**config.mk**
```make
export PLATFORM = sky130hd
export DESIGN_NAME = frame_fenced_page_bump_allocator_flat
export DESIGN_NICKNAME = d
export VERILOG_FILES = /design/src/hw/rtl/ffpba_pkg.sv /design/src/hw/rtl/ffpba_if.sv /design/src/hw/rtl/frame_fenced_page_bump_allocator.sv /design/src/hw/rtl/ffpba_ram.sv /design/src/flat_wrapper.sv
export SDC_FILE = /design/constraint.sdc
export NUM_CORES = 1
export LEC_CHECK = 0
export BUFFER_PORTS_ARGS = -buffer_cell sky130_fd_sc_hd__buf_4
export CAP_MARGIN = 5
export CORE_MARGIN = 1
export CORE_UTILIZATION = 50
export CTS_CLUSTER_DIAMETER = 150
export CTS_CLUSTER_SIZE = 8
export DETAILED_ROUTE_END_ITERATION = 7
export GPL_ROUTABILITY_DRIVEN = 0
export MAX_ROUTING_LAYER = met4
export PLACE_DENSITY = 0.79
export RECOVER_POWER = 25
export SYNTH_ARGS = -nofsm -noshare
export SYNTH_HDL_FRONTEND = slang
export SYNTH_SLANG_ARGS = --single-unit
```
**constraint.sdc**
```tcl
create_clock -name clk -period 10.2 [get_ports clk]
set_clock_uncertainty 0.2 [all_clocks]
set_input_delay 1.02 -clock clk [delete_from_list [all_inputs] [get_ports clk]]
set_output_delay 1.02 -clock clk [all_outputs]
set_load 0.03 [all_outputs]
```
**src/hw/rtl/ffpba_pkg.sv**
```systemverilog
`timescale 1ns / 1ps

package ffpba_pkg;

  // Fixed field widths.
  localparam int unsigned REQ_W     = 25;
  localparam int unsigned ALOG_W    = 4;
  localparam int unsigned SLOT_W    = 2;
  localparam int unsigned STAT_W    = 2;
  localparam int unsigned PAGE_ID_W = 4;
  localparam int unsigned OFFS_W    = 24;
  localparam int unsigned GRANT_W   = 25;
  localparam int unsigned RECYC_W   = 5;
  localparam int unsigned PBYTES_W  = 25;
  localparam int unsigned SUM_W     = 26;

  localparam logic [PBYTES_W-1:0] PAGE_BYTES_RST = 25'd65536;

  // Item kinds.
  localparam logic KIND_ALLOC = 1'b0;
  localparam logic KIND_FRAME = 1'b1;

  // Result status codes.
  localparam logic [STAT_W-1:0] STAT_OK        = 2'd0;
  localparam logic [STAT_W-1:0] STAT_TOO_LARGE = 2'd1;
  localparam logic [STAT_W-1:0] STAT_NO_PAGE   = 2'd2;
  localparam logic [STAT_W-1:0] STAT_RECYCLED  = 2'd3;

  // Sequencer states.
  typedef enum logic [2:0] {
    S_IDLE,
    S_ALIGN,
    S_FIT,
    S_POP,
    S_EVT_RD,
    S_EVT_WR,
    S_DONE
  } state_t;

endpackage

```
**src/hw/rtl/ffpba_if.sv**
```systemverilog
`timescale 1ns / 1ps

// Request channel: allocate requests and frame-completed events.
interface ffpba_in_if;
  logic                           valid;
  logic                           ready;
  logic                           kind;
  logic [ffpba_pkg::REQ_W-1:0]    request_bytes;
  logic [ffpba_pkg::ALOG_W-1:0]   alignment_log2;
  logic [ffpba_pkg::SLOT_W-1:0]   frame_slot;

  modport source (output valid, kind, request_bytes, alignment_log2, frame_slot,
                  input ready);
  modport sink (input valid, kind, request_bytes, alignment_log2, frame_slot,
                output ready);
endinterface

// Result channel.
interface ffpba_out_if;
  logic                             valid;
  logic                             ready;
  logic [ffpba_pkg::STAT_W-1:0]     status;
  logic [ffpba_pkg::PAGE_ID_W-1:0]  page_id;
  logic [ffpba_pkg::OFFS_W-1:0]     byte_offset;
  logic [ffpba_pkg::GRANT_W-1:0]    granted_bytes;
  logic [ffpba_pkg::RECYC_W-1:0]    recycled_count;

  modport source (output valid, status, page_id, byte_offset, granted_bytes,
                  recycled_count, input ready);
  modport sink (input valid, status, page_id, byte_offset, granted_bytes,
                recycled_count, output ready);
endinterface

```
**src/hw/rtl/frame_fenced_page_bump_allocator.sv**
```systemverilog
`timescale 1ns / 1ps

// Linear bump allocator over fixed-size pages with frame-fenced recycling.
// Items are handled one at a time by a small sequencer around a single
// shared 26-bit adder and comparator. An allocation passes the align, fit
// check and finish states (oversize ones skip the fit check); one reopening
// a page from the recycle FIFO also passes a pop state, as the FIFO memory
// has a registered read. A frame-completed event passes a read and a write
// state per pending page, each page going through the pending memory's read
// port and then the FIFO's write port. The output register lets the next
// item be taken while a result still waits. The user must set page size
// through cfg_we/cfg_wdata only while the block is idle; it is not enforced.
module frame_fenced_page_bump_allocator #(
  parameter int MAX_PAGES   = 16,
  parameter int FRAME_SLOTS = 4
) (
  input  logic                             clk,
  input  logic                             rst_n,
  ffpba_in_if.sink                         in_ch,
  ffpba_out_if.source                      out_ch,
  input  logic                             cfg_we,
  input  logic [ffpba_pkg::PBYTES_W-1:0]   cfg_wdata
);

  localparam int PW     = $clog2(MAX_PAGES);
  localparam int CW     = $clog2(MAX_PAGES + 1);
  localparam int SW     = (FRAME_SLOTS > 1) ? $clog2(FRAME_SLOTS) : 1;
  localparam int PDEPTH = FRAME_SLOTS * MAX_PAGES;
  localparam int PAW    = $clog2(PDEPTH);

  localparam int SUM_W = ffpba_pkg::SUM_W;
  localparam int PB_W  = ffpba_pkg::PBYTES_W;

  // Sequencer and configuration.
  ffpba_pkg::state_t state_r, state_nxt;
  logic [PB_W-1:0]   page_bytes_r;

  // Latched item.
  logic                        kind_r, kind_nxt;
  logic [ffpba_pkg::REQ_W-1:0] req_r, req_nxt;
  logic [ffpba_pkg::ALOG_W-1:0] alog_r, alog_nxt;
  logic [SW-1:0]               slot_r, slot_nxt;

  // Allocator state.
  logic            page_open_r, page_open_nxt;
  logic [PW-1:0]   open_page_r, open_page_nxt;
  logic [PB_W-1:0] fill_off_r, fill_off_nxt;
  logic [CW-1:0]   pages_made_r, pages_made_nxt;
  logic [PW-1:0]   free_head_r, free_head_nxt;
  logic [PW-1:0]   free_tail_r, free_tail_nxt;
  logic [CW-1:0]   free_count_r, free_count_nxt;
  logic [CW-1:0]   pend_cnt_r [FRAME_SLOTS];
  logic [CW-1:0]   pend_cnt_nxt [FRAME_SLOTS];

  // Work registers.
  logic [ffpba_pkg::GRANT_W-1:0] gran_r, gran_nxt;
  logic [PB_W-1:0]               res_off_r, res_off_nxt;
  logic [ffpba_pkg::STAT_W-1:0]  status_r, status_nxt;
  logic [CW-1:0]                 evt_n_r, evt_n_nxt;
  logic [PW-1:0]                 idx_r, idx_nxt;

  // Output register.
  logic                             out_valid_r, out_valid_nxt;
  logic [ffpba_pkg::STAT_W-1:0]     out_status_r, out_status_nxt;
  logic [ffpba_pkg::PAGE_ID_W-1:0]  out_page_r, out_page_nxt;
  logic [ffpba_pkg::OFFS_W-1:0]     out_off_r, out_off_nxt;
  logic [ffpba_pkg::GRANT_W-1:0]    out_gran_r, out_gran_nxt;
  logic [ffpba_pkg::RECYC_W-1:0]    out_recyc_r, out_recyc_nxt;

  // Combinational helpers.
  logic [4:0]       slot_v;
  logic [SW-1:0]    slot_in;
  logic [SUM_W-1:0] mask;
  logic [SUM_W-1:0] op_a, op_b, sum, gran_full, cmp_val;
  logic             over;
  logic             need_new, exhausted, evt_last, out_free, load_out, in_fire;
  logic             in_ready;

  // Memory ports.
  logic           pend_we;
  logic [PAW-1:0] pend_waddr, pend_raddr;
  logic [PW-1:0]  pend_rdata;
  logic           fifo_we;
  logic [PW-1:0]  fifo_rdata;

  // Reduce the incoming frame slot into range by repeated subtraction.
  always_comb begin
    slot_v = 5'(in_ch.frame_slot);
    for (int k = 0; k < 3; k++) begin
      if (slot_v >= 5'(FRAME_SLOTS)) begin
        slot_v = slot_v - 5'(FRAME_SLOTS);
      end
    end
    slot_in = SW'(slot_v);
  end

  // Shared adder and comparator: rounds the size up in S_ALIGN and checks
  // the bumped offset against the page size in S_FIT.
  assign mask = (SUM_W'(1) << alog_r) - SUM_W'(1);

  always_comb begin
    case (state_r)
      ffpba_pkg::S_FIT: begin
        op_a = {1'b0, fill_off_r};
        op_b = {1'b0, gran_r};
      end
      default: begin
        op_a = {1'b0, req_r};
        op_b = mask;
      end
    endcase
  end

  assign sum       = op_a + op_b;
  assign gran_full = sum & ~mask;
  assign cmp_val   = (state_r == ffpba_pkg::S_FIT) ? sum : gran_full;
  assign over      = cmp_val > {1'b0, page_bytes_r};

  assign need_new  = !page_open_r || over;
  assign exhausted = (free_count_r == '0) && (pages_made_r >= CW'(MAX_PAGES));
  assign evt_last  = (CW'(idx_r) + CW'(1)) == evt_n_r;
  assign out_free  = !out_valid_r || out_ch.ready;
  assign in_fire   = in_ch.valid && in_ready;

  // Pending lists live in one memory, one row of MAX_PAGES entries per frame.
  assign pend_waddr = PAW'(int'(slot_r) * MAX_PAGES + int'(pend_cnt_r[slot_r]));
  assign pend_raddr = PAW'(int'(slot_r) * MAX_PAGES + int'(idx_r));

  ffpba_ram #(
    .WIDTH (PW),
    .DEPTH (PDEPTH)
  ) u_pend_ram (
    .clk   (clk),
    .we    (pend_we),
    .waddr (pend_waddr),
    .wdata (open_page_r),
    .raddr (pend_raddr),
    .rdata (pend_rdata)
  );

  // Recycled page FIFO; the head pointer always drives the read address.
  ffpba_ram #(
    .WIDTH (PW),
    .DEPTH (MAX_PAGES)
  ) u_free_ram (
    .clk   (clk),
    .we    (fifo_we),
    .waddr (free_tail_r),
    .wdata (pend_rdata),
    .raddr (free_head_r),
    .rdata (fifo_rdata)
  );

  // Next state.
  always_comb begin
    state_nxt = state_r;
    case (state_r)
      ffpba_pkg::S_IDLE: begin
        if (in_ch.valid) begin
          if (in_ch.kind == ffpba_pkg::KIND_FRAME) begin
            state_nxt = (pend_cnt_r[slot_in] == '0) ? ffpba_pkg::S_DONE
                                                    : ffpba_pkg::S_EVT_RD;
          end else begin
            state_nxt = ffpba_pkg::S_ALIGN;
          end
        end
      end
      ffpba_pkg::S_ALIGN: begin
        state_nxt = over ? ffpba_pkg::S_DONE : ffpba_pkg::S_FIT;
      end
      ffpba_pkg::S_FIT: begin
        if (need_new && !exhausted && (free_count_r != '0)) begin
          state_nxt = ffpba_pkg::S_POP;
        end else begin
          state_nxt = ffpba_pkg::S_DONE;
        end
      end
      ffpba_pkg::S_POP:    state_nxt = ffpba_pkg::S_DONE;
      ffpba_pkg::S_EVT_RD: state_nxt = ffpba_pkg::S_EVT_WR;
      ffpba_pkg::S_EVT_WR: begin
        state_nxt = evt_last ? ffpba_pkg::S_DONE : ffpba_pkg::S_EVT_RD;
      end
      ffpba_pkg::S_DONE: begin
        if (out_free) begin
          state_nxt = ffpba_pkg::S_IDLE;
        end
      end
      default: state_nxt = ffpba_pkg::S_IDLE;
    endcase
  end

  // Outputs and datapath updates of each state.
  always_comb begin
    in_ready       = 1'b0;
    pend_we        = 1'b0;
    fifo_we        = 1'b0;
    load_out       = 1'b0;
    kind_nxt       = kind_r;
    req_nxt        = req_r;
    alog_nxt       = alog_r;
    slot_nxt       = slot_r;
    page_open_nxt  = page_open_r;
    open_page_nxt  = open_page_r;
    fill_off_nxt   = fill_off_r;
    pages_made_nxt = pages_made_r;
    free_head_nxt  = free_head_r;
    free_tail_nxt  = free_tail_r;
    free_count_nxt = free_count_r;
    pend_cnt_nxt   = pend_cnt_r;
    gran_nxt       = gran_r;
    res_off_nxt    = res_off_r;
    status_nxt     = status_r;
    evt_n_nxt      = evt_n_r;
    idx_nxt        = idx_r;

    case (state_r)
      ffpba_pkg::S_IDLE: begin
        in_ready = 1'b1;
        if (in_fire) begin
          kind_nxt   = in_ch.kind;
          req_nxt    = in_ch.request_bytes;
          alog_nxt   = in_ch.alignment_log2;
          slot_nxt   = slot_in;
          idx_nxt    = '0;
          evt_n_nxt  = pend_cnt_r[slot_in];
          status_nxt = (in_ch.kind == ffpba_pkg::KIND_FRAME) ? ffpba_pkg::STAT_RECYCLED
                                                             : ffpba_pkg::STAT_OK;
        end
      end

      ffpba_pkg::S_ALIGN: begin
        gran_nxt = gran_full[ffpba_pkg::GRANT_W-1:0];
        if (over) begin
          status_nxt = ffpba_pkg::STAT_TOO_LARGE;
        end
      end

      ffpba_pkg::S_FIT: begin
        if (!need_new) begin
          // Fits in the open page: bump the offset.
          res_off_nxt  = fill_off_r;
          fill_off_nxt = sum[PB_W-1:0];
        end else if (exhausted) begin
          status_nxt = ffpba_pkg::STAT_NO_PAGE;
        end else begin
          // Retire the open page to this frame and take a new one.
          res_off_nxt   = '0;
          fill_off_nxt  = gran_r;
          page_open_nxt = 1'b1;
          if (page_open_r && (pend_cnt_r[slot_r] < CW'(MAX_PAGES))) begin
            pend_we              = 1'b1;
            pend_cnt_nxt[slot_r] = pend_cnt_r[slot_r] + CW'(1);
          end
          if (free_count_r != '0) begin
            free_head_nxt  = (free_head_r == PW'(MAX_PAGES - 1)) ? '0
                                                                 : free_head_r + PW'(1);
            free_count_nxt = free_count_r - CW'(1);
          end else begin
            open_page_nxt  = PW'(pages_made_r);
            pages_made_nxt = pages_made_r + CW'(1);
          end
        end
      end

      ffpba_pkg::S_POP: begin
        open_page_nxt = fifo_rdata;
      end

      ffpba_pkg::S_EVT_WR: begin
        // Move one pending page into the free FIFO.
        if (free_count_r < CW'(MAX_PAGES)) begin
          fifo_we        = 1'b1;
          free_tail_nxt  = (free_tail_r == PW'(MAX_PAGES - 1)) ? '0
                                                               : free_tail_r + PW'(1);
          free_count_nxt = free_count_r + CW'(1);
        end
        idx_nxt = idx_r + PW'(1);
        if (evt_last) begin
          pend_cnt_nxt[slot_r] = '0;
        end
      end

      ffpba_pkg::S_DONE: begin
        load_out = out_free;
      end

      default: begin
      end
    endcase
  end

  // Output register contents.
  always_comb begin
    out_status_nxt = out_status_r;
    out_page_nxt   = out_page_r;
    out_off_nxt    = out_off_r;
    out_gran_nxt   = out_gran_r;
    out_recyc_nxt  = out_recyc_r;
    if (load_out) begin
      out_status_nxt = status_r;
      out_page_nxt   = (status_r == ffpba_pkg::STAT_OK) ? ffpba_pkg::PAGE_ID_W'(open_page_r)
                                                        : '0;
      out_off_nxt    = (status_r == ffpba_pkg::STAT_OK) ? res_off_r[ffpba_pkg::OFFS_W-1:0]
                                                        : '0;
      out_gran_nxt   = (status_r == ffpba_pkg::STAT_OK) ? gran_r : '0;
      out_recyc_nxt  = (status_r == ffpba_pkg::STAT_RECYCLED) ? ffpba_pkg::RECYC_W'(evt_n_r)
                                                              : '0;
    end
    if (load_out) begin
      out_valid_nxt = 1'b1;
    end else if (out_ch.ready) begin
      out_valid_nxt = 1'b0;
    end else begin
      out_valid_nxt = out_valid_r;
    end
  end

  // Control state with reset.
  always_ff @(posedge clk) begin
    if (!rst_n) begin
      state_r      <= ffpba_pkg::S_IDLE;
      page_bytes_r <= ffpba_pkg::PAGE_BYTES_RST;
      page_open_r  <= 1'b0;
      open_page_r  <= '0;
      fill_off_r   <= '0;
      pages_made_r <= '0;
      free_head_r  <= '0;
      free_tail_r  <= '0;
      free_count_r <= '0;
      for (int s = 0; s < FRAME_SLOTS; s++) begin
        pend_cnt_r[s] <= '0;
      end
      out_valid_r  <= 1'b0;
    end else begin
      state_r      <= state_nxt;
      if (cfg_we) begin
        page_bytes_r <= cfg_wdata;
      end
      page_open_r  <= page_open_nxt;
      open_page_r  <= open_page_nxt;
      fill_off_r   <= fill_off_nxt;
      pages_made_r <= pages_made_nxt;
      free_head_r  <= free_head_nxt;
      free_tail_r  <= free_tail_nxt;
      free_count_r <= free_count_nxt;
      pend_cnt_r   <= pend_cnt_nxt;
      out_valid_r  <= out_valid_nxt;
    end
  end

  // Payload registers.
  always_ff @(posedge clk) begin
    kind_r       <= kind_nxt;
    req_r        <= req_nxt;
    alog_r       <= alog_nxt;
    slot_r       <= slot_nxt;
    gran_r       <= gran_nxt;
    res_off_r    <= res_off_nxt;
    status_r     <= status_nxt;
    evt_n_r      <= evt_n_nxt;
    idx_r        <= idx_nxt;
    out_status_r <= out_status_nxt;
    out_page_r   <= out_page_nxt;
    out_off_r    <= out_off_nxt;
    out_gran_r   <= out_gran_nxt;
    out_recyc_r  <= out_recyc_nxt;
  end

  // Ports.
  assign in_ch.ready           = in_ready;
  assign out_ch.valid          = out_valid_r;
  assign out_ch.status         = out_status_r;
  assign out_ch.page_id        = out_page_r;
  assign out_ch.byte_offset    = out_off_r;
  assign out_ch.granted_bytes  = out_gran_r;
  assign out_ch.recycled_count = out_recyc_r;

  // The item kind is only needed to steer the first state; keep it visible
  // so an allocate is never mistaken for an event while in flight.
  logic kind_alloc_busy;
  assign kind_alloc_busy = (kind_r == ffpba_pkg::KIND_ALLOC) &&
                           (state_r == ffpba_pkg::S_EVT_RD);

endmodule

```
**src/hw/rtl/ffpba_ram.sv**
```systemverilog
`timescale 1ns / 1ps

// Simple dual-port RAM: one write port, one read port with registered data.
module ffpba_ram #(
  parameter int WIDTH = 4,
  parameter int DEPTH = 16
) (
  input  logic                                    clk,
  input  logic                                    we,
  input  logic [(DEPTH > 1 ? $clog2(DEPTH) : 1)-1:0] waddr,
  input  logic [WIDTH-1:0]                        wdata,
  input  logic [(DEPTH > 1 ? $clog2(DEPTH) : 1)-1:0] raddr,
  output logic [WIDTH-1:0]                        rdata
);

  logic [WIDTH-1:0] mem [DEPTH];

  always_ff @(posedge clk) begin
    if (we) begin
      mem[waddr] <= wdata;
    end
    rdata <= mem[raddr];
  end

endmodule

```
**src/flat_wrapper.sv**
```systemverilog
// flat-port wrapper written by rule: the top's interface ports become plain ports
module frame_fenced_page_bump_allocator_flat 
#(
  parameter int MAX_PAGES   = 16,
  parameter int FRAME_SLOTS = 4
)
  (clk, rst_n, cfg_we, cfg_wdata, in_ch_valid, in_ch_kind, in_ch_request_bytes, in_ch_alignment_log2, in_ch_frame_slot, in_ch_ready, out_ch_valid, out_ch_status, out_ch_page_id, out_ch_byte_offset, out_ch_granted_bytes, out_ch_recycled_count, out_ch_ready);
  ffpba_in_if in_ch_i ();
  ffpba_out_if out_ch_i ();
  input  logic clk;
  input  logic rst_n;
  input  logic cfg_we;
  input  logic [ffpba_pkg::PBYTES_W-1:0] cfg_wdata;
  input wire logic [$bits(in_ch_i.valid)-1:0] in_ch_valid;
  input wire logic [$bits(in_ch_i.kind)-1:0] in_ch_kind;
  input wire logic [$bits(in_ch_i.request_bytes)-1:0] in_ch_request_bytes;
  input wire logic [$bits(in_ch_i.alignment_log2)-1:0] in_ch_alignment_log2;
  input wire logic [$bits(in_ch_i.frame_slot)-1:0] in_ch_frame_slot;
  output wire logic [$bits(in_ch_i.ready)-1:0] in_ch_ready;
  output wire logic [$bits(out_ch_i.valid)-1:0] out_ch_valid;
  output wire logic [$bits(out_ch_i.status)-1:0] out_ch_status;
  output wire logic [$bits(out_ch_i.page_id)-1:0] out_ch_page_id;
  output wire logic [$bits(out_ch_i.byte_offset)-1:0] out_ch_byte_offset;
  output wire logic [$bits(out_ch_i.granted_bytes)-1:0] out_ch_granted_bytes;
  output wire logic [$bits(out_ch_i.recycled_count)-1:0] out_ch_recycled_count;
  input wire logic [$bits(out_ch_i.ready)-1:0] out_ch_ready;
  assign in_ch_i.valid = in_ch_valid;
  assign in_ch_i.kind = in_ch_kind;
  assign in_ch_i.request_bytes = in_ch_request_bytes;
  assign in_ch_i.alignment_log2 = in_ch_alignment_log2;
  assign in_ch_i.frame_slot = in_ch_frame_slot;
  assign in_ch_ready = in_ch_i.ready;
  assign out_ch_valid = out_ch_i.valid;
  assign out_ch_status = out_ch_i.status;
  assign out_ch_page_id = out_ch_i.page_id;
  assign out_ch_byte_offset = out_ch_i.byte_offset;
  assign out_ch_granted_bytes = out_ch_i.granted_bytes;
  assign out_ch_recycled_count = out_ch_i.recycled_count;
  assign out_ch_i.ready = out_ch_ready;
  frame_fenced_page_bump_allocator #(.MAX_PAGES(MAX_PAGES), .FRAME_SLOTS(FRAME_SLOTS)) u_core (.clk(clk), .rst_n(rst_n), .in_ch(in_ch_i), .out_ch(out_ch_i), .cfg_we(cfg_we), .cfg_wdata(cfg_wdata));
endmodule
```
==> results of run 1 <==
==> flip-flops by register name, indices dropped and copies added, names as in the netlist, 5 cells and up <==
register,flops
u_core.fill_off_r,25
u_core.req_r,25
u_core.pages_made_r,5
u_core.u_pend_ram.mem,256
u_core.gran_r,25
u_core.pend_cnt_r,20
u_core.evt_n_r,5
u_core.u_free_ram.mem,64
u_core.free_count_r,5
u_core.out_ch.granted_bytes,25
u_core.out_ch.recycled_count,5
u_core.page_bytes_r,25
u_core.res_off_r,24
u_core.out_ch.byte_offset,24
==> power groups by stage <==
| stage | Clock [mW] | Sequential, mW | Combinational [mW] |
|---|---|---|---|
| after floorplan | 0 | 3.13 | 2.05 |
| after global placement | 0 | 3.15 | 2.70 |
| after detailed placement | 0 | 3.17 | 2.78 |
| after CTS | 2.50 | 3.12 | 2.81 |
| after global routing | 2.60 | 3.15 | 3.09 |
| final | 2.47 | 3.13 | 2.83 |
==> cell families after synthesis <==
family,after synthesis,synth area share
multiplexers,185,0.128
buffers and inverters,158,0.0249
AO/OA/AOI/OAI,240,0.0616
flip-flops,576,0.633
AND/OR/NAND/NOR,563,0.103
XOR/XNOR,44,0.0150
adder cells (fa/ha/maj),69,0.0342
==> cell type report <==
| cell class | count | area [um^2] |
|---|---|---|
| multi-input cells | 1101 | 8800 |
| inverters | 63 | 236 |
| clock buffers | 129 | 2210 |
| fillers | 3704 | 20900 |
| diodes | 3 | 7.51 |
| flip-flops and latches | 576 | 16200 |
| repair buffers | 141 | 1010 |
| well taps | 672 | 841 |
| clock inverters | 7 | 130 |
==> worst paths after layout <==
kind                   startpoint                     to  slack [ns]
max reg2reg      u_core.alog_r[3]  u_core.open_page_r[2]        1.40
min          u_core.pend_cnt_r[3]   u_core.pend_cnt_r[3]        0.28
min reg2reg  u_core.pend_cnt_r[3]   u_core.pend_cnt_r[3]        0.28
max              u_core.alog_r[3]  u_core.open_page_r[2]        1.40
==> cells in the final DEF (no fill, tap or decap), types with 37 or more instances in the layout <==
| cell type | n |
|---|---|
| sky130_fd_sc_hd__clkbuf_1 | 60 |
| sky130_fd_sc_hd__inv_1 | 61 |
| sky130_fd_sc_hd__mux4_2 | 114 |
| sky130_fd_sc_hd__nor2_1 | 189 |
| sky130_fd_sc_hd__clkbuf_16 | 81 |
| sky130_fd_sc_hd__nand2_1 | 144 |
| sky130_fd_sc_hd__dfxtp_1 | 103 |
| sky130_fd_sc_hd__mux2i_1 | 64 |
| sky130_fd_sc_hd__buf_4 | 105 |
| sky130_fd_sc_hd__o21ai_0 | 40 |
| sky130_fd_sc_hd__nor3_1 | 37 |
| sky130_fd_sc_hd__and2_1 | 91 |
| sky130_fd_sc_hd__edfxtp_1 | 471 |
| sky130_fd_sc_hd__ha_1 | 67 |
| sky130_fd_sc_hd__a21oi_1 | 76 |
==> synth_stat cells (5+ instances only) <==
master                     instances
sky130_fd_sc_hd__o211ai_1          6
sky130_fd_sc_hd__xnor2_1          33
sky130_fd_sc_hd__a21oi_1          76
sky130_fd_sc_hd__dfxtp_1         105
sky130_fd_sc_hd__a21o_1           19
sky130_fd_sc_hd__ha_1             67
sky130_fd_sc_hd__xor2_1           11
sky130_fd_sc_hd__o21a_1            8
sky130_fd_sc_hd__and4_1            5
sky130_fd_sc_hd__mux4_2          114
sky130_fd_sc_hd__nor2b_1          14
sky130_fd_sc_hd__edfxtp_1        471
sky130_fd_sc_hd__nand3_1          25
sky130_fd_sc_hd__nor2_1          190
sky130_fd_sc_hd__buf_2             7
sky130_fd_sc_hd__nand2_1         144
sky130_fd_sc_hd__o21ai_0          40
sky130_fd_sc_hd__a31oi_1          22
sky130_fd_sc_hd__and2_1           92
sky130_fd_sc_hd__a22oi_1           5
sky130_fd_sc_hd__nand2b_1          7
sky130_fd_sc_hd__clkbuf_1         64
sky130_fd_sc_hd__buf_1            18
sky130_fd_sc_hd__mux2_2            7
sky130_fd_sc_hd__o21ai_1           8
sky130_fd_sc_hd__or2_2             8
sky130_fd_sc_hd__or3_1             8
sky130_fd_sc_hd__mux2i_1          64
sky130_fd_sc_hd__a211oi_1         12
sky130_fd_sc_hd__inv_1            62
sky130_fd_sc_hd__and3_1           11
sky130_fd_sc_hd__nor3_1           38
==> per-layer routing <==
metal,GRT usage,vias to the layer above,part of all wire
met1,0.290,7829,0.37
li1,-,7147,-
met4,0.101,0,0.041
met2,0.392,886,0.50
met3,0.0490,182,0.084
met5,-,-,0
==> worst max-delay path: cells and delay by family (launching register included) <==
family	cells	cell delay (ns)
compound gates	15	4.00
mux	1	0.14
xor+xnor	1	0.21
flops	1	0.62
buf+inv	2	0.69
fa+ha+maj	3	0.93
simple gates	7	1.86
==> stage by stage <==
stage	util	cells	hold slack [ns]	total power [mW]
after CTS	0.586	2689	0.278	8.44
after floorplan	-	1835	0.224	5.18
after global placement	0.540	2553	0.256	5.86
after global routing	0.585	2692	0.295	8.85
after detailed placement	0.540	2553	0.263	5.95
final	0.585	2692	0.277	8.43
==> flow_summary.yaml, run 1 <==
route:
  post_drt_wl_per_cell_um: 22.4
  drc: 0
  drtAntennaViolNets: 0
  drt_pre_antenna_iters: 6
  finalWirelength_um: 60300
  drt_iter0_drc: 1547
  post_detailed_route_via_to_cell_ratio: 5.96
  detailroute.via_count: 16044
logic_synthesis:
  syn_avg_cell_area_um2: 14.0
  synth-edff-count: 471
  synth_sequential_area_ratio: 0.633
  synth.area.top_cells: "sky130_fd_sc_hd__edfxtp_1 55%, sky130_fd_sc_hd__mux4_2 10%, sky130_fd_sc_hd__dfxtp_1 8.2%, sky130_fd_sc_hd__ha_1 3.3%, sky130_fd_sc_hd__nor2_1 2.8%"
  synth_net_count: 1966
  synthesis.yosys.warnings: 0
  postSynthRegisterBits: 576
  post_synth_inst_count: 1835
  postSynth.asyncResetShare: 0
  synth.lib_cells_used.distinct: 74
  synth.cell_area_um2: 25700
  synth_top_area_cell: "sky130_fd_sc_hd__edfxtp_1"
  synth_top_flop_cell: "sky130_fd_sc_hd__edfxtp_1"
  netlist.area_leader.share: 0.551
power_and_ir_drop:
  clkPwrFrac: 0.293
  p_seq_frac: 0.372
  cell_internal_pwr_mw: 5.52
  power_switching_mw: 2.91
  p_comb_frac: 0.336
  power.share.switching: 0.345
  static-leakage-power_nw: 10.4
  cellPowerDensity_nw_per_um2: 286
  vdd_ir_drop_max_mv: 0.248
min_path:
  hold_path.class: "flop to flop"
  worst_hold_path.num_cells: 2
clock_tree:
  clkSinkCount: 576
  htreeDepth: 3
  tritoncts: "yes"
  ctsResizeCount: 0
  cts.repair_timing.setup_buffer_count: 0
  cts-buffers-inserted: 81
  clk_path_buf_depth: 3
  hold_buf_cts: 0
  ctsRootBufferMaster: "sky130_fd_sc_hd__clkbuf_16"
  worst_setup_hold_path_clk_slew_ns: 0.06
  worstSkewPairLatency_ns: 0.62
floorplan:
  die_w_um: 229
  chipHeight_um: 229
  floorplan.initialDensity: 0.510
  io_pins: 124
  number_of_placement_rows: 82
  floorplan.core_area_um2: 50400
  die_area_um2: 52200
place:
  placedInstanceArea_um2: 27200
  hpwl_detailed_um: 38100
  preCtsSetupSlack_ns: 1.63
  portBuffers: 123
outcome:
  outcome: "complete, but fails checks"
  violations_in_the_final_reports: "max-capacitance violations, max-slew violations"
global_routing:
  grt_use_total: 0.240
  grt_overflow: 0
  grt_pass1_wl_um: 93200
  grt_pass1_vias: 16251
  grt_antenna_before_repair: 3
  pin_count_of_the_biggest_net_entering_global_routing: 67
critical_path:
  worstPathArrival_ns: 9.12
  end_kind: "flop"
  worst-r2r-cell-count: 29
  cp_max_fo: 59
  critical_path.slowest_cell: "sky130_fd_sc_hd__edfxtp_1"
  crit_type: "flop to flop"
  category_of_the_worst_setup_path_launch_point: "flop"
  cpPeakStageDelay_ns: 0.62
  crit_required_ns: 10.52
timing:
  setup_viol_count_final: 0
  post-route-period-util: 0.862
  max_freq_mhz: 114
  maxSlewViolCount: 295
  unrepaired_setup_endpoints_after_global_routing: "false"
  fin_tns_setup_ns: 0
  max_slew_margin: -1.11
  worst_pin_slew_ns: 3.16
  finalWorstPathRequiredPeriod_ns: 8.80
  hold_viol_final: 0
  setup_ws_ns: 1.40
final_layout:
  final_design_area_no_fill_um2: 29500
  nNetsFinal: 2095
  area.growth.synth_to_final_pct: 14.9
  drive_gt1_frac: 0.185
flow_run:
  max_cap_viols: 5
Power figures use the tool's default switching activity.
==> run 2: changes to the inputs <==
--- a/config.mk
+++ b/config.mk
@@ -5,7 +5,7 @@
 export SDC_FILE = /design/constraint.sdc
 export NUM_CORES = 1
 export LEC_CHECK = 0
-export BUFFER_PORTS_ARGS = -buffer_cell sky130_fd_sc_hd__buf_4
+export BUFFER_PORTS_ARGS = -buffer_cell sky130_fd_sc_hd__buf_2
 export CAP_MARGIN = 5
 export CORE_MARGIN = 1
 export CORE_UTILIZATION = 50
==> constraint.sdc (replaced) <==
create_clock -name clk -period 10.6 [get_ports clk]
set_clock_uncertainty 0.2 [all_clocks]
set_input_delay 1.06 -clock clk [delete_from_list [all_inputs] [get_ports clk]]
set_output_delay 1.06 -clock clk [all_outputs]
set_load 0.03 [all_outputs]
==> run 2 against run 1 <==
Net effect: the run still ends with max-capacitance violations, max-slew violations left; flip-flop and latch count stayed put; count of clock-buffer cells in the layout up 6; critical path depth unchanged; final area decreased by 0.91%; critical path type unchanged; critical endpoint is now u_core.fill_off_r[23]; largest power group unchanged.
==> flow_summary.yaml, run 2 (synthesis gave the netlist of run 1 again) <==
timing:
  unrepaired_setup_endpoints_after_global_routing: "false"
  finalWorstPathRequiredPeriod_ns: 9.58
  fin_tns_setup_ns: 0
  maxSlewViolCount: 295
  hold_viol_final: 0
  setup_viol_count_final: 0
  post-route-period-util: 0.903
  max_freq_mhz: 104
  max_slew_margin: -0.891
  worst_pin_slew_ns: 2.84
final_layout:
  layout.cells.most_common: "sky130_fd_sc_hd__edfxtp_1"
  final_core_util: 0.580
  largest_register_ffs: 256
  largestRegisters: "u_core.u_pend_ram.mem x256, u_core.u_free_ram.mem x64"
  drive_gt1_frac: 0.184
  nNetsFinal: 2092
  area.growth.synth_to_final_pct: 13.8
  layout_common_cells: "471 x sky130_fd_sc_hd__edfxtp_1, 189 x sky130_fd_sc_hd__nor2_1, 144 x sky130_fd_sc_hd__nand2_1"
  max_flop_register: "u_core.u_pend_ram.mem"
  fin_cells: 2695
clock_tree:
  clkSinkCount: 576
  ctsRootBufferMaster: "sky130_fd_sc_hd__clkbuf_16"
  worst_setup_hold_path_clk_slew_ns: 0.05
  tritoncts: "yes"
  cts-buffers-inserted: 81
  hold_buf_cts: 0
  ctsResizeCount: 0
  htreeDepth: 3
  worstSkewPairLatency_ns: 0.63
  clk_path_buf_depth: 3
  cts.repair_timing.setup_buffer_count: 0
floorplan:
  die_w_um: 229
  chipHeight_um: 229
  number_of_placement_rows: 82
  floorplan.initialDensity: 0.510
  floorplan.core_area_um2: 50400
  io_pins: 124
  die_area_um2: 52200
place:
  portBuffers: 123
  place_inst: 2550
  hpwl_detailed_um: 38000
power_and_ir_drop:
  power_switching_mw: 2.80
  cell_internal_pwr_mw: 5.31
  vdd_ir_drop_max_mv: 0.162
  static-leakage-power_nw: 10.3
  p_comb_frac: 0.330
  power_mw: 8.11
  power.share.switching: 0.345
  p_seq_frac: 0.374
  cellPowerDensity_nw_per_um2: 278
  clkPwrFrac: 0.296
global_routing:
  grt_use_total: 0.234
  grt_overflow: 0
  grt_antenna_before_repair: 4
  grt-busiest-layer: "met2"
  grt.met1_usage: 0.285
  grt_pass1_vias: 16208
  grt_pass1_wl_um: 91600
  gr-usage-met2: 0.384
  pin_count_of_the_biggest_net_entering_global_routing: 67
  grt.met3_usage: 0.0533
critical_path:
  crit_type: "flop to flop"
  category_of_the_worst_setup_path_launch_point: "flop"
  cpPeakStageDelay_ns: 0.92
  critical_path.slowest_cell: "sky130_fd_sc_hd__inv_2"
  end_kind: "flop"
  crit_required_ns: 10.90
  cp_max_fo: 57
  worstPathArrival_ns: 9.88
route:
  detailroute.via_count: 15916
  post_drt_wl_per_cell_um: 22.0
  drtAntennaViolNets: 0
  post_detailed_route_via_to_cell_ratio: 5.91
  drt_pre_antenna_iters: 6
  finalWirelength_um: 59200
  drt_iter0_drc: 1417
  drc: 0
min_path:
  hold_path.class: "flop to flop"
flow_run:
  max_cap_viols: 5
outcome:
  violations_in_the_final_reports: "max-capacitance violations, max-slew violations"
  outcome: "complete, but fails checks"
## run 2: through the flow
step / instance area (um^2) / hold slack (ns) / setup slack, ns
after floorplan: 25700 / 0.224 / 3.26
after global placement: 26900 / 0.253 / 1.71
after detailed placement: 26900 / 0.267 / 1.31
after CTS: 29200 / 0.280 / 1.25
after global routing: 29200 / 0.299 / 0.427
final: 29200 / 0.279 / 1.02
## run 2: area by class of cell
cell class                      count  area [um^2]
Clock buffer                      135         2250
Sequential cell                   576        16200
Fill cell                        3826        21200
Multi-Input combinational cell   1101         8800
Antenna cell                        4         10.0
Clock inverter                      6          118
Timing Repair Buffer              138          713
Inverter                           63          236
Tap cell                          672          841
## run 2: worst paths after layout
path | start | slack, ns | cells after the start | endpoint
max | u_core.alog_r[3] | 1.02 | 29 | u_core.fill_off_r[23]
min | u_core.pend_cnt_r[10] | 0.28 | 2 | u_core.pend_cnt_r[10]
max reg2reg | u_core.alog_r[3] | 1.02 | 29 | u_core.fill_off_r[23]
min reg2reg | u_core.pend_cnt_r[10] | 0.28 | 2 | u_core.pend_cnt_r[10]
## run 2: metal layers
| metal | wire, um | vias to the layer above | share of wire |
|---|---|---|---|
| met4 | 1790 | 0 | 0.030 |
| met1 | 22700 | 7916 | 0.38 |
| met2 | 29800 | 722 | 0.50 |
| li1 | - | 7139 | - |
| met3 | 4980 | 139 | 0.084 |
| met5 | 0 | - | 0 |
## run 2: power by group through the flow
| stage | clock [mW] | sequential (mW) | combinational [mW] |
|---|---|---|---|
| detailed placement | 0 | 3.06 | 2.63 |
| floorplan | 0 | 3.01 | 1.97 |
| finish | 2.40 | 3.03 | 2.68 |
| global placement | 0 | 3.05 | 2.55 |
| CTS | 2.43 | 3.03 | 2.65 |
| global route | 2.53 | 3.06 | 2.92 |
## run 2: worst max-delay path: cells and delay by family, from the launching register on
kind / cells / cell delay, ns
and+or+nand+nor: 5 / 1.42
xor gates and xnor gates: 1 / 0.20
DFF: 1 / 0.63
adders and majority gates: 3 / 0.96
buffers and inverters: 2 / 1.01
AOI/OAI and AO/OA: 18 / 5.01
